**src/tmd_pkg.sv**
```systemverilog
// Shared types, constants and helper functions for the TSC mass deposit block.
// Used by every module of the block; depends on nothing else.
`default_nettype none

package tmd_pkg;

    // Default geometry and queue sizing.
    localparam int CELLS_X_DEF = 20;
    localparam int CELLS_Y_DEF = 20;
    localparam int CELLS_Z_DEF = 20;
    localparam int GHOST_DEF   = 2;
    localparam int Q_DEPTH_DEF = 4;

    // Base cell index width, enough for the largest supported array.
    localparam int BASE_W = 10;

    // Configuration register indexes.
    localparam int CFG_IDX_W = 4;
    localparam logic [CFG_IDX_W-1:0] CFG_DIMS_MODE     = 4'd0;
    localparam logic [CFG_IDX_W-1:0] CFG_TARGET_BLOCK  = 4'd1;
    localparam logic [CFG_IDX_W-1:0] CFG_ORIGIN_X      = 4'd2;
    localparam logic [CFG_IDX_W-1:0] CFG_ORIGIN_Y      = 4'd3;
    localparam logic [CFG_IDX_W-1:0] CFG_ORIGIN_Z      = 4'd4;
    localparam logic [CFG_IDX_W-1:0] CFG_INV_SPACING_X = 4'd5;
    localparam logic [CFG_IDX_W-1:0] CFG_INV_SPACING_Y = 4'd6;
    localparam logic [CFG_IDX_W-1:0] CFG_INV_SPACING_Z = 4'd7;

    localparam int AMT_W = 48;
    localparam logic [AMT_W-1:0] AMT_MAX = '1;
    localparam logic [16:0] ONE_Q16 = 17'h10000;
    localparam logic [31:0] INV_RESET = 32'h0001_0000;

    typedef struct packed {
        logic [1:0]       dims;
        logic [15:0]      target;
        logic [2:0][31:0] origin;
        logic [2:0][31:0] inv;
    } t_cfg;

    // One classified particle: base cells and the three weights per axis.
    typedef struct packed {
        logic                   skip;
        logic                   eob;
        logic [31:0]            mass;
        logic [2:0][BASE_W-1:0] base;
        logic [2:0][2:0][15:0]  w;
    } t_job;

    // Per-cell side data that travels with the amount through the back end.
    typedef struct packed {
        logic [4:0] ci;
        logic [4:0] cj;
        logic [4:0] ck;
        logic       skip;
        logic       last;
        logic       bdone;
    } t_meta;

    typedef struct packed {
        logic empty;
        logic full;
    } t_qstat;

    function automatic logic f_multi(input logic [1:0] dims);
        return dims[1];
    endfunction

    function automatic logic f_three(input logic [1:0] dims);
        return dims == 2'd3;
    endfunction

    // TSC weight of a Q.16 offset magnitude, returned in Q.16.
    function automatic logic [15:0] f_tsc_weight(input logic [17:0] u);
        logic [29:0] sq_in;
        logic [16:0] d;
        logic [33:0] sq_out;
        logic [31:0] w32;
        sq_in  = 30'(u[14:0]) * 30'(u[14:0]);
        d      = 17'(18'd98304 - u);
        sq_out = 34'(d) * 34'(d);
        if (u < 18'd32768) begin
            w32 = 32'hC000_0000 - 32'(sq_in);
        end else if (u < 18'd98304) begin
            w32 = sq_out[32:1];
        end else begin
            w32 = 32'd0;
        end
        return w32[31:16];
    endfunction

endpackage

`default_nettype wire

```
**src/tmd_queue.sv**
```systemverilog
// Short job queue between the classifying front end and the deposit back end.
// Depends on tmd_pkg for the job and status types.
`default_nettype none

module tmd_queue import tmd_pkg::*; #(
    parameter int DEPTH = Q_DEPTH_DEF
) (
    input  wire logic   i_clk,
    input  wire logic   i_rst_n,
    input  wire logic   i_push,
    input  wire t_job   i_job,
    input  wire logic   i_pop,
    output t_job        o_head,
    output t_qstat      o_stat
);

    localparam int PTR_W = (DEPTH > 1) ? $clog2(DEPTH) : 1;
    localparam int CNT_W = $clog2(DEPTH + 1);
    localparam logic [PTR_W-1:0] PTR_LAST = PTR_W'(DEPTH - 1);

    t_job             r_mem [DEPTH];
    logic [PTR_W-1:0] r_wr, n_wr;
    logic [PTR_W-1:0] r_rd, n_rd;
    logic [CNT_W-1:0] r_cnt, n_cnt;

    always_comb begin
        n_wr  = r_wr;
        n_rd  = r_rd;
        n_cnt = r_cnt;
        if (i_push) begin
            n_wr = (r_wr == PTR_LAST) ? '0 : r_wr + PTR_W'(1);
        end
        if (i_pop) begin
            n_rd = (r_rd == PTR_LAST) ? '0 : r_rd + PTR_W'(1);
        end
        n_cnt = r_cnt + CNT_W'(i_push) - CNT_W'(i_pop);
    end

    always_ff @(posedge i_clk) begin
        if (!i_rst_n) begin
            r_wr  <= '0;
            r_rd  <= '0;
            r_cnt <= '0;
        end else begin
            r_wr  <= n_wr;
            r_rd  <= n_rd;
            r_cnt <= n_cnt;
        end
    end

    always_ff @(posedge i_clk) begin
        if (i_push) begin
            r_mem[r_wr] <= i_job;
        end
    end

    assign o_head       = r_mem[r_rd];
    assign o_stat.empty = (r_cnt == '0);
    assign o_stat.full  = (r_cnt == CNT_W'(DEPTH));

endmodule

`default_nettype wire

```
**config.mk**
```make
export PLATFORM = sky130hd
export DESIGN_NAME = tmd_queue
export DESIGN_NICKNAME = d
export VERILOG_FILES = /design/src/tmd_pkg.sv /design/src/tmd_queue.sv
export SDC_FILE = /design/constraint.sdc
export NUM_CORES = 1
export LEC_CHECK = 0
export BUFFER_PORTS_ARGS = -buffer_cell sky130_fd_sc_hd__buf_2
export CORE_MARGIN = 2
export CORE_UTILIZATION = 50
export CTS_CLUSTER_SIZE = 30
export DETAILED_ROUTE_END_ITERATION = 8
export GPL_TIMING_DRIVEN = 0
export MAX_ROUTING_LAYER = met4
export PLACE_DENSITY_LB_ADDON = 0.15
export REMOVE_ABC_BUFFERS = 1
export SYNTH_ARGS = -nofsm -noshare
export SYNTH_HDL_FRONTEND = slang
export SYNTH_SLANG_ARGS = --single-unit
```
**constraint.sdc**
```tcl
create_clock -name i_clk -period 6.3 [get_ports i_clk]
set_clock_uncertainty 0.05 [all_clocks]
set_input_delay 0.315 -clock i_clk [delete_from_list [all_inputs] [get_ports i_clk]]
set_output_delay 0.315 -clock i_clk [all_outputs]
set_load 0.1 [all_outputs]
```
==> summary by stage, run 1 <==
Floorplan
The cell row count is 90. Pin placement for this block handled 422 I/O pins. The floorplan step defined a die boundary enclosing about 0.063 mm². The floorplan step defined a core boundary enclosing 0.06025 mm². The y dimension of the die is between 200 and 300 µm. The starting density of the core is approximately half. Measured along the x axis, the die boundary spans ~250 µm.

Power
IR analysis of the VDD net gives a maximum drop of about 0.31 mV. Net switching is around 28% of the power. The part of the power in combinational logic is 17.5%.

Internal power comes to between 0.009 and 0.01 W. In this run the power density over the cells is between 300 and 400 mW/mm². The total power draw is between 0.01 and 0.015 W.

In this run the static leakage power is 13.12 nW. The analysis attributes to net switching a power of approximately 0.0039 W. In this run, flip-flops and latches consume between 40% and 50% of the power. The clock network fraction of total power is 35.0%.

Logic synthesis
After synthesis the netlist holds a flip-flop and latch count of roughly 840. The cell type contributing the most total cell area after synthesis is sky130_fd_sc_hd__edfxtp_1. In the post-synthesis netlist, the biggest area contributors are sky130_fd_sc_hd__edfxtp_1 (82%), sky130_fd_sc_hd__mux4_2 (15%), sky130_fd_sc_hd__dfxtp_1 (0.59%). The netlist uses 19 different library cells. After synthesis, the largest area contributor takes up around 82% of total cell area. The sequential element share of the synthesized area is just over 80%. The combined area of all synthesized cells is just over 0.03 mm². The mean instance size in the synthesized netlist is roughly 27 µm². The cell count after synthesis came out at about 1.1k. The yosys synthesis warning count is 0.

Finish
The number of nets in the finished design is 2,047. The library cell used most frequently in the layout, excluding fill and tap cells, is sky130_fd_sc_hd__edfxtp_1. The finished layout holds 2,686 standard cells, fillers aside. The share of final-layout standard cells stronger than drive strength 1 is 40.87%.

The area growth from synthesis to layout is 27.12%. In the layout the commonest cells are sky130_fd_sc_hd__edfxtp_1 (832), sky130_fd_sc_hd__buf_2 (421), sky130_fd_sc_hd__dlygate4sd3_1 (211).

Clock network
Clock tree synthesis inserted a total of between 80 and 90 buffers. The library cell used as clock root buffer is sky130_fd_sc_hd__clkbuf_16. The CTS tree is yes. For the worst-skew pair, the clock arrives at the later sink with an insertion delay of about 0.6 ns. The number of levels the H-tree was split into is 3. Counting along the longest clock path gives a buffer depth of 3. In this run, post-CTS repair resized a total of 0 instances. The CTS sink count is roughly 840. The clock edge transition at the registers on the reported setup and hold paths is around 0.06 ns.

Placed design
Counting tap cells, the placed design contains a total of between 2k and 2.5k instances. Input and output buffers added on the ports amount to between 400 and 500. At the end of routability-driven placement, the weighted congestion stood at 0.7495.

The placed wire-length estimate is between 30,000 and 40,000 µm. OpenSTA, run right after detailed placement, puts the worst setup slack at about 3.4 ns.

Routing
Once detail routing completed, the nets flagged for antenna violations numbered 0. The first routing iteration left slightly above 800 violations. The routed via count is between 10k and 15k. The number of optimization iterations in the first detailed-route pass is 4. Dividing the detail-routed via count by the number of cells gives 5.340. For this run, design rule violations remaining after detail routing come to 0. In the final routed layout, each cell accounts on average for ~23 µm.

The detailed-route wire length is ~61,000 µm.

STA
The final hold violation count is 0. Counting I/O delays and the setup requirement, the final critical path takes 3.457 ns. The post-route clock period utilization is 54.88%.

The max-slew violation total from the final report was 0. Setup repair after global routing left no endpoint under its margin. The pin slew with the least headroom to its limit is between 0.8 and 0.9 ns. Hold is met by between 0.3 and 0.4 ns. The final worst setup slack is 2.843 ns. Derived from the worst setup path, the maximum achievable clock frequency is between 0.2 and 0.3 GHz. Measured against its own limit, the worst slew margin works out to about two fifths. Setup violations remaining at the end of the flow were counted as 0.

Worst setup path
In this design, the largest share of critical-path delay is due to buffers and inverters. The signal on the critical path passes through buf_16 -> buf_16 -> buf_16 -> mux4_2 -> buf_2. The total buffers and inverters traversed by the critical path is 4. Data arrives at the worst endpoint at slightly above 3 ns.

Counting stages on the worst path, the most repeated cell is sky130_fd_sc_hd__buf_16. The highest cell delay on the worst timing path is roughly 0.60 ns. Data on the critical path is required at its endpoint by approximately 5.9 ns.

The category of the worst setup path capture point is an output port. The slowest stage of the critical path belongs to the cell sky130_fd_sc_hd__dfxtp_4. STA classifies the critical path startpoint as a flip-flop. In this run the worst path has a maximum fanout of 39.

By startpoint and endpoint, the worst setup path is classified as reg -> out.

Flow run
Max-cap violations in this run came to 0.

Status
The run finished with clean final reports.

Min path
The path category of the worst min-delay check is in -> reg.

Global routing
The remaining global-route overflow is 0. Global routing used slightly above 20% of the available tracks. The first-pass GRT wire length is 92,210 µm.

The via count of the first global-routing pass is approximately 15k. Entering global routing, the biggest net connects 58 pins. The number of antenna violations at the first check in global routing came to 10.
-- per-stage QoR --
step	instance area [µm²]	utilization [%]	TNS, ns
3_5_place_dp	33910	56.29	0
6_report	38690	64.23	0
4_1_cts	38670	64.19	0
3_3_place_gp	33210	55.13	-4832.57
2_1_floorplan	30130	-	-805.27
5_1_grt	38690	64.23	0
-- power groups by stage --
stage                     logic, W  clock network, W  registers (W)
after floorplan            0.00179                 0        0.00665
after global placement     0.00233                 0        0.00674
after global routing       0.00246           0.00509        0.00647
after CTS                  0.00240           0.00489        0.00646
after detailed placement   0.00228                 0        0.00657
final                      0.00237           0.00476        0.00645
-- cell families after synthesis --
kind of cell    share of synthesized area [%]
flops                                   82.67
mux                                     15.45
buf+inv                                 1.118
simple gates                           0.2960
fa+ha+maj                              0.3535
compound gates                        0.03288
xor+xnor                              0.07809
-- flip-flops by register name (all words and copies together), names as in the netlist, named ones only --
signal / count
r_rd: 2
r_cnt: 3
r_mem: 832
r_wr: 2
-- metal layers --
metal	part of all wire, %	track usage, %	vias up
met1	40	25.55	7483
met2	50	32.21	395
li1	-	-	6362
met4	2.8	7.237	0
met3	6.5	5.239	102
met5	0	-	-
-- final timing paths --
path | from | slack (ns) | end | cells past startpoint
worst min-delay path | i_job[58] | 0.40 | r_mem[2][58] | 2
worst max-delay path | flip-flop | 2.84 | o_head[59] | 5
worst max register to register | r_wr[0] | 4.09 | r_mem[1][171] | 4
worst min register to register | r_rd[0] | 0.46 | flip-flop | 2
-- cell usage after synthesis --
cell	n
sky130_fd_sc_hd__a21oi_1	2
sky130_fd_sc_hd__and2_1	6
sky130_fd_sc_hd__and3_1	1
sky130_fd_sc_hd__buf_1	7
sky130_fd_sc_hd__buf_2	23
sky130_fd_sc_hd__buf_6	15
sky130_fd_sc_hd__clkbuf_1	1
sky130_fd_sc_hd__dfxtp_1	9
sky130_fd_sc_hd__edfxtp_1	832
sky130_fd_sc_hd__fa_1	1
sky130_fd_sc_hd__ha_1	7
sky130_fd_sc_hd__inv_1	7
sky130_fd_sc_hd__mux2i_1	2
sky130_fd_sc_hd__mux4_2	208
sky130_fd_sc_hd__nand2b_1	2
sky130_fd_sc_hd__nor2_1	3
sky130_fd_sc_hd__nor3_1	1
sky130_fd_sc_hd__or3b_2	2
sky130_fd_sc_hd__xor3_1	1
-- layout make-up --
cell class,instances,area [µm²]
sequential,841,25170
antenna,10,25.02
tap,782,978.4
inverter,7,26.28
clock buffer,114,2300
multi-input combinational,236,4946
clock inverter,39,347.8
fill,4035,21550
timing repair buffer,657,4900
-- what timing repair did --
action	CTS	global route
setup buffers	0	0
endpoints found under the hold margin	839	0
hold buffers	211	0
(Power assumes the default switching activity.)
==> run 2: changes to the inputs <==
Clock period 6.3 ns to 2.81 ns, I/O delays scaled along.
==> run 2 against run 1 <==
  * Final cell count increased by 0.45%
  * Setup slack worse by 2.7 ns
  * Count of clock-buffer cells in the layout unchanged
  * Die area is the same
  * Clock power rose by 120%
  * Sequential power increased by 120%
  * Register-to-register slack got worse by 3.5 ns
  * Wire length grew 3.9%
  * Core utilization increased by 0.84 points
  * Design area increased by 1.3%
  * Power up 130%
  * Critical endpoint is now o_head[98]
==> summary by stage, run 2 (same netlist as run 1, synthesis figures left out) <==
Finish
The flip-flop count of the largest register after layout is 832 (unchanged). The number of nets in the finished design is 2,060 (+0.64%). The most common library cell in the layout ignoring fill and taps is sky130_fd_sc_hd__edfxtp_1. The library cells used most frequently in the layout, excluding fill and tap cells, are sky130_fd_sc_hd__edfxtp_1 (832), sky130_fd_sc_hd__buf_2 (341), sky130_fd_sc_hd__dlygate4sd3_1 (211). The share of final-layout standard cells stronger than drive strength 1 is 41.27% (+0.40 points). r_mem holds more flip-flops than any other register.

The cell area after layout was 0.03920 mm² (+1.3%). Relative to the synthesized area, the layout overhead comes to 28.78%. The largest registers in the layout are r_mem: 832 flops, r_cnt: 3 flops.

Floorplan
The width of the die is 250.7 µm (unchanged). The cell row count is 90 (unchanged). The number of top-level pins is 422 (unchanged). The overall die area is 0.06287 mm² (unchanged). The core area is 0.06025 mm² (unchanged). The y dimension of the die is 250.7 µm (unchanged). The starting density of the core was 50.53% (unchanged).

Global routing
The via count of the first global-routing pass is 15.65k (+1.1%). The global router's overall resource usage was 21.00% (+0.75 points). The number of antenna violations at the first check in global routing came to 9 (-1). The first-pass GRT wire length is 94,790 µm (+2.8%). The pin count of the biggest net entering global routing is 58 (unchanged). The remaining global-route overflow is 0 (unchanged).

Routing
The number of remaining DRC errors was 0 (unchanged). The routed via count came to 14.47k (+0.88%). The first-iteration detailed-routing DRC count is 881 (+7.4%).

The detailed-route wire length was 63,590 µm (+3.9%). The average wire per cell in the routed design is 23.57 µm (+3.4%). The via-per-instance ratio is 5.362 (+0.43%). The final antenna-violating net count came to 0 (unchanged). The number of optimization iterations in the first detailed-route pass is 5 (+1).

Worst setup path
The arrival time at the worst endpoint is 2.51 ns (-0.58 ns). STA classifies the critical path endpoint as an output port. The critical path required time came to 2.62 ns (-3.31 ns). The category of the most critical setup path is reg -> out. The largest fanout on the critical path is 19 (-51%). The startpoint kind of the worst setup timing path is a flip-flop.

STA
The final hold violation count is 0 (unchanged). The minimum clock period after layout is 2.698 ns. The number of endpoints failing setup at the final stage was 0 (unchanged).

Setup repair after global routing left no endpoint under its margin. The sum of negative setup slack came to 0 ns (unchanged). In the finished design, the share of the clock period the worst path needs comes to between 90% and 100%. The max-slew violation total from the final report is 0 (unchanged). The pin slew with the least headroom to its limit is 0.6247 ns (-0.2689 ns).

The worst slew margin relative to its limit is 58.35% (+18 points). Derived from the worst setup path, the maximum achievable clock frequency is roughly 0.37 GHz.

Power
The highest ir drop seen on vdd was 0.6875 mV (+120%). The sequential fraction of design power is 47.0% (-0.5 points). The switching part of the total is 28.49% (about the same). The power density over the cells was 782.9 mW/mm² (+120%). The leakage power of the design is 13.34 nW (+1.7%). The total internal power is 0.02195 W (+130%). The part of the power in combinational logic was 18.1% (+0.6 points).

The net switching power came to 0.008743 W (+130%). The clock network fraction of total power is 34.9% (about the same).

Placed design
The routability-driven placement congestion ratio was 0.7495 (unchanged). The placed wire-length estimate is 36,720 µm (unchanged). The count of input and output buffers is 421 (unchanged).

The placed standard-cell area is 0.03391 mm² (unchanged).

Clock network
The library cell used as clock root buffer is sky130_fd_sc_hd__clkbuf_16. The clock edge transition at the registers on the reported setup and hold paths is 0.06 ns (about the same). The clock latency of the later-clocked register in the worst-skew pair is 0.61 ns (about the same). TritonCTS built the clock tree.

The maximum number of buffers from clock root to sink is 3 (unchanged). The CTS sink count was 841 (unchanged). The total CTS buffers is 84 (unchanged). The number of levels the H-tree was split into is 3 (unchanged).

Min path
The tightest min-delay check is of the in -> reg type.

Flow run
The total of max-cap violations came to 0 (unchanged).

Status
The run finished with clean final reports.
-- run 2: cell count changes in the layout (fill, tap and decap cells not counted), moves of 2 or more --
| cell | previous run | this run |
|---|---|---|
| sky130_fd_sc_hd__buf_12 | 1 | 3 |
| sky130_fd_sc_hd__buf_16 | 24 | 26 |
| sky130_fd_sc_hd__buf_2 | 421 | 341 |
| sky130_fd_sc_hd__buf_4 | 0 | 77 |
| sky130_fd_sc_hd__buf_6 | 0 | 6 |
| sky130_fd_sc_hd__bufbuf_16 | 0 | 4 |
-- run 2: power by group through the flow --
stage          sequential (W)  combinational (W)  clock, W
2_1_floorplan          0.0149            0.00402         0
3_3_place_gp           0.0151            0.00523         0
3_5_place_dp           0.0147            0.00511         0
4_1_cts                0.0144            0.00559    0.0110
5_1_grt                0.0145            0.00575    0.0114
6_report               0.0144            0.00556    0.0107
-- run 2: critical path: stages, from the launching register on --
cell                      delay [ns]
sky130_fd_sc_hd__dfxtp_4        0.40
sky130_fd_sc_hd__buf_16         0.21
sky130_fd_sc_hd__buf_16         0.23
sky130_fd_sc_hd__buf_16         0.24
sky130_fd_sc_hd__mux4_2         0.51
sky130_fd_sc_hd__buf_4          0.25
-- run 2: through the flow --
step                total power (W)  hold WS (ns)  utilization [%]  instances  worst slack [ns]
floorplan                   0.01894        0.1894                -       1084            -7.187
global placement            0.02035        0.2995            55.13       2287            -11.66
detailed placement          0.01985        0.3063            56.29       2312           0.07021
CTS                         0.03098        0.1746            64.93       2688          0.001249
global route                0.03164        0.1986            65.07       2698          0.004632
finish                      0.03069        0.2186            65.07       2698            0.1118
-- run 2: final timing paths --
| kind | from | end | slack [ns] | cells past startpoint |
|---|---|---|---|---|
| setup / recovery | flip-flop | o_head[98] | 0.11 | 5 |
| hold / removal | i_job[58] | r_mem[2][58] | 0.22 | 2 |
| setup reg to reg | r_wr[0] | r_mem[0][157] | 0.61 | 5 |
| hold reg to reg | r_rd[0] | flip-flop | 0.46 | 2 |
-- run 2: per-layer routing --
metal / track usage, % / routed length [µm] / part of all wire [%] / vias to the layer above
li1: - / - / - / 6388
met5: - / 0 / 0 / -
met1: 26.35 / 25610 / 40 / 7578
met2: 33.86 / 32200 / 51 / 395
met4: 7.494 / 1814 / 2.9 / 0
met3: 5.042 / 3957 / 6.2 / 107
-- run 2: layout make-up --
class                           count  area [µm²]
Sequential cell                   841       25170
Fill cell                        3947       21040
Timing Repair Buffer              670        5410
Multi-Input combinational cell    236        4946
Clock buffer                      114        2300
Tap cell                          782       978.4
Clock inverter                     39       347.8
Inverter                            7       26.28
Antenna cell                        9       22.52
-- run 2: what timing repair did --
item | 4_1_cts | 5_1_grt
hold buffers | 211 | 0
setup endpoints to repair | 175 | 11
buffers inserted | 6 | 0
hold endpoints to repair | 841 | 0
gates resized for setup | 78 | 20
gates cloned | 6 | 1
==> run 3: changes to the inputs <==
Settings changed: ABC_AREA from default to 1, SLEW_MARGIN from default to 20.
==> run 3 against run 2 <==
  * Area after synthesis is 8.0% higher
  * Core utilization fell by 1.2 points
  * Wire length increased by 11%
  * Die area rose by 7.8%
  * Maximum frequency barely moved
  * Combinational power is 18% higher
  * Sequential cell count did not move
  * Largest power group unchanged
==> summary by stage, run 3 <==
Floorplan
The overall die area is 0.06780 mm² (+7.8%). The cell row count is 93 (+3.3%). The starting density of the core is 50.80% (+0.27 points). The width of the die is 260.4 µm (+3.8%). The y dimension of the die is 260.4 µm (+3.8%). The core area is 0.06470 mm² (+7.4%). The number of top-level pins is 422 (unchanged).

Min path
The start point of the worst min-delay path is i_job[72]. The tightest min-delay check is of the in -> reg type. The worst hold path terminates at r_mem[0][72]. The number of cells on the worst hold path is 2 (unchanged).

Global routing
The via count of the first global-routing pass is 20.22k (+29%). The number of antenna violations at the first check in global routing is 9 (unchanged). The remaining global-route overflow was 0 (unchanged). The pin count of the biggest net entering global routing came to 91 (+57%).

The global router's overall resource usage came to 20.85% (-0.15 points). The first-pass GRT wire length came to 105,900 µm (+12%).

Placed design
The placed cell count is 3,648 (+58%). The routability-driven placement congestion ratio was 0.7566 (+0.95%). The post-place setup slack came to 0.0008393 ns (-0.06937 ns). The placed wire-length estimate came to 40,470 µm (+10%).

The count of input and output buffers came to 421 (unchanged).

Clock network
TritonCTS built the clock tree. The clock edge transition at the registers on the reported setup and hold paths is 0.06 ns (about the same). The library cell used as clock root buffer is sky130_fd_sc_hd__clkbuf_16. The number of levels the H-tree was split into came to 3 (unchanged). The CTS sink count is 841 (unchanged).

The clock latency of the later-clocked register in the worst-skew pair is 0.63 ns (+0.02 ns). The maximum number of buffers from clock root to sink is 3 (unchanged). The total CTS buffers came to 85 (+1.2%).

STA
The pin slew with the least headroom to its limit is 0.6927 ns (+0.06793 ns). The highest clock rate is 0.3703 GHz (about the same). The max-slew violation total from the final report was 0 (unchanged).

The final hold violation count is 0 (unchanged). The worst slew margin relative to its limit is 53.82% (-4.5 points). The minimum clock period after layout is 2.700 ns (+0.002091 ns). The final worst setup slack is 0.1097 ns (-0.002091 ns). The number of endpoints failing setup at the final stage came to 0 (unchanged).

The final worst hold slack came to 0.2061 ns (-0.01252 ns). The post-route clock period utilization came to 96.10% (about the same).

Finish
The share of final-layout standard cells stronger than drive strength 1 is 18.56% (-23 points). The flip-flop count of the largest register after layout is 832 (unchanged). The most common library cell in the layout ignoring fill and taps is sky130_fd_sc_hd__edfxtp_1. The final standard cell utilization of the core is 63.90% (-1.2 points).

The area of the multi-input gates is 0.005424 mm² (+9.7%). The number of nets in the finished design is 3,322 (+61%). In the final layout, the registers with the most flip-flops are r_mem: 832 flops, r_cnt: 3 flops. The total of fill cells in the finished design is 4,732 (+20%). Leaving out fill and tap cells, the most frequent cells in the layout are sky130_fd_sc_hd__edfxtp_1 (832), sky130_fd_sc_hd__inv_1 (427), sky130_fd_sc_hd__nand2_1 (427). Relative to the synthesized area, the layout overhead comes to 25.79%.

The area occupied by registers is 0.02517 mm² (unchanged). More flip-flops sit in one register than any other, and that register is r_mem. The filler-free cell count of the finished design is 4,039 (+50%).

Routing
The detailed-route wire length was 70,440 µm (+11%). The final antenna-violating net count is 0 (unchanged). The via-per-instance ratio was 5.041 (-6.0%).

The routed via count is 20.36k (+41%). The number of remaining DRC errors is 0 (unchanged). The first-iteration detailed-routing DRC count is 1,247 (+42%).

The number of optimization iterations in the first detailed-route pass is 5 (unchanged). The average wire per cell in the routed design was 17.44 µm (-26%).

Flow run
The total of max-cap violations came to 0 (unchanged).

Logic synthesis
The share of flip-flops with an asynchronous set or reset after synthesis was 0% (unchanged). By area the synthesized netlist is led by sky130_fd_sc_hd__edfxtp_1 (76%), sky130_fd_sc_hd__inv_1 (4.9%), sky130_fd_sc_hd__nand2_1 (4.9%). The synthesized instance count is 2,485 (+120%). The yosys synthesis warning count was 0 (unchanged). The sequential element share of the synthesized area is 76.57% (-6.1 points).

The fraction of post-synthesis cell area in the top cell type by area is 76.02% (-6.1 points). The count of flip-flops with a built-in enable after synthesis is 832 (unchanged). The most used flip-flop cell after synthesis is sky130_fd_sc_hd__edfxtp_1.

The mean instance size in the synthesized netlist is 13.22 µm² (-51%). The number of register bits inferred by synthesis came to 841 (unchanged). In the synthesized netlist, the cells that appear most often are sky130_fd_sc_hd__edfxtp_1 (832), sky130_fd_sc_hd__inv_1 (431), sky130_fd_sc_hd__nand2_1 (427), sky130_fd_sc_hd__a21oi_1 (211), sky130_fd_sc_hd__o21ai_0 (209).

The most common cell in the synthesized netlist is sky130_fd_sc_hd__edfxtp_1. Summed over all instances, the cell type with the most area after synthesis is sky130_fd_sc_hd__edfxtp_1. The number of distinct library cell variants in the gate-level netlist after synthesis is 17 (-2).

The combined area of all synthesized cells is 0.03286 mm² (+8.0%).

Power
The leakage power of the design is 16.12 nW (+21%). The power density over the cells came to 772.6 mW/mm² (-1.3%). The highest ir drop seen on vdd was 0.6451 mV (-6.2%). The total power draw came to 0.03194 W (+4.1%).

Worst setup path
The startpoint of the most critical register-to-register path is r_wr[0]. The destination of the worst register-to-register timing path is r_mem[0][53]. The largest fanout on the critical path is 35 (+16). The startpoint kind of the worst setup timing path is a flip-flop. The arrival time at the worst endpoint is 2.51 ns (about the same). The category of the most critical setup path is reg -> out.

The worst-case reg-to-reg path depth is 5 (unchanged). STA classifies the critical path endpoint as an output port. The reg-to-reg setup timing slack came to 0.61 ns (about the same). The critical path required time was 2.62 ns (about the same).

Status
The run finished with clean final reports.
## run 3: changes by cell type in the layout (fill, tap and decap cells not counted), sizes merged, moves of 208 or more
cell    previous run  this run
o21ai              0       209
a21oi              2       211
inv                7       433
mux4             208         0
nand2              0       427
o211ai             0       208
## run 3: worst max-delay path, stage by stage (launching register included)
cell and delay, ns:
sky130_fd_sc_hd__dfxtp_4 0.39, sky130_fd_sc_hd__buf_16 0.19, sky130_fd_sc_hd__buf_16 0.18, sky130_fd_sc_hd__bufbuf_16 0.33, sky130_fd_sc_hd__a21oi_1 0.15, sky130_fd_sc_hd__o21ai_0 0.09, sky130_fd_sc_hd__nand2_1 0.06, sky130_fd_sc_hd__buf_2 0.46
## run 3: routing by layer
metal / vias up / share of wire, % / GRT usage (%)
met5: - / 0 / -
met4: 0 / 2.5 / 7.429
met3: 107 / 6.4 / 4.944
met2: 468 / 52 / 36.50
met1: 9840 / 39 / 23.29
li1: 9947 / - / -
## run 3: kinds of logic (layout without fill, tap and decap cells)
kind of cell | Yosys count | in the layout | synth area share (%)
xor gates and xnor gates | 1 | 1 | 0.02666
buffers and inverters | 570 | 1258 | 6.925
DFF | 841 | 841 | 76.57
other | 0 | 11 | 0
adders and majority gates | 8 | 8 | 0.3274
and+or+nand+nor | 437 | 437 | 5.003
AOI/OAI and AO/OA | 628 | 628 | 11.15
## run 3: per-stage QoR
stage | setup TNS, ns | cell area [µm²]
after floorplan | -4541.53 | 32210
after global placement | -8598.07 | 35380
after CTS | 0 | 41190
after global routing | -0.002928 | 41340
after detailed placement | 0 | 36100
final | 0 | 41340
## run 3: worst max path at each step
stage	startpoint	to	cells past startpoint
after floorplan	flip-flop	o_head[0]	2
after global placement	flip-flop	o_head[96]	3
after detailed placement	flip-flop	o_head[97]	7
after CTS	flip-flop	o_head[9]	7
after global routing	flip-flop	o_head[54]	7
final	flip-flop	o_head[45]	7
## run 3: where the power goes
part / switching (W) / leakage (nW) / total (W) / internal (W)
clock network: 0.00452 / 1.33 / 0.0108 / 0.00633
registers: 0.000132 / 7.72 / 0.0146 / 0.0144
logic: 0.00527 / 7.07 / 0.00654 / 0.00127
total: 0.00992 / 16.1 / 0.0319 / 0.0220
## run 3: area by class of cell
cell class                 count  area share (%)
antenna                       11         0.06658
sequential                   841           60.89
tap                          855           2.588
inverter                     431           3.986
multi-input combinational   1074           13.12
clock buffer                 104           5.421
clock inverter                54           1.129
timing repair buffer         669           12.80
## run 3: what timing repair did
action / CTS / global route
cloned: 4 / 3
setup endpoints to repair: 141 / 63
hold buffers: 211 / 0
endpoints found under the hold margin: 841 / 0
setup buffers: 4 / 0
resized for setup: 43 / 18
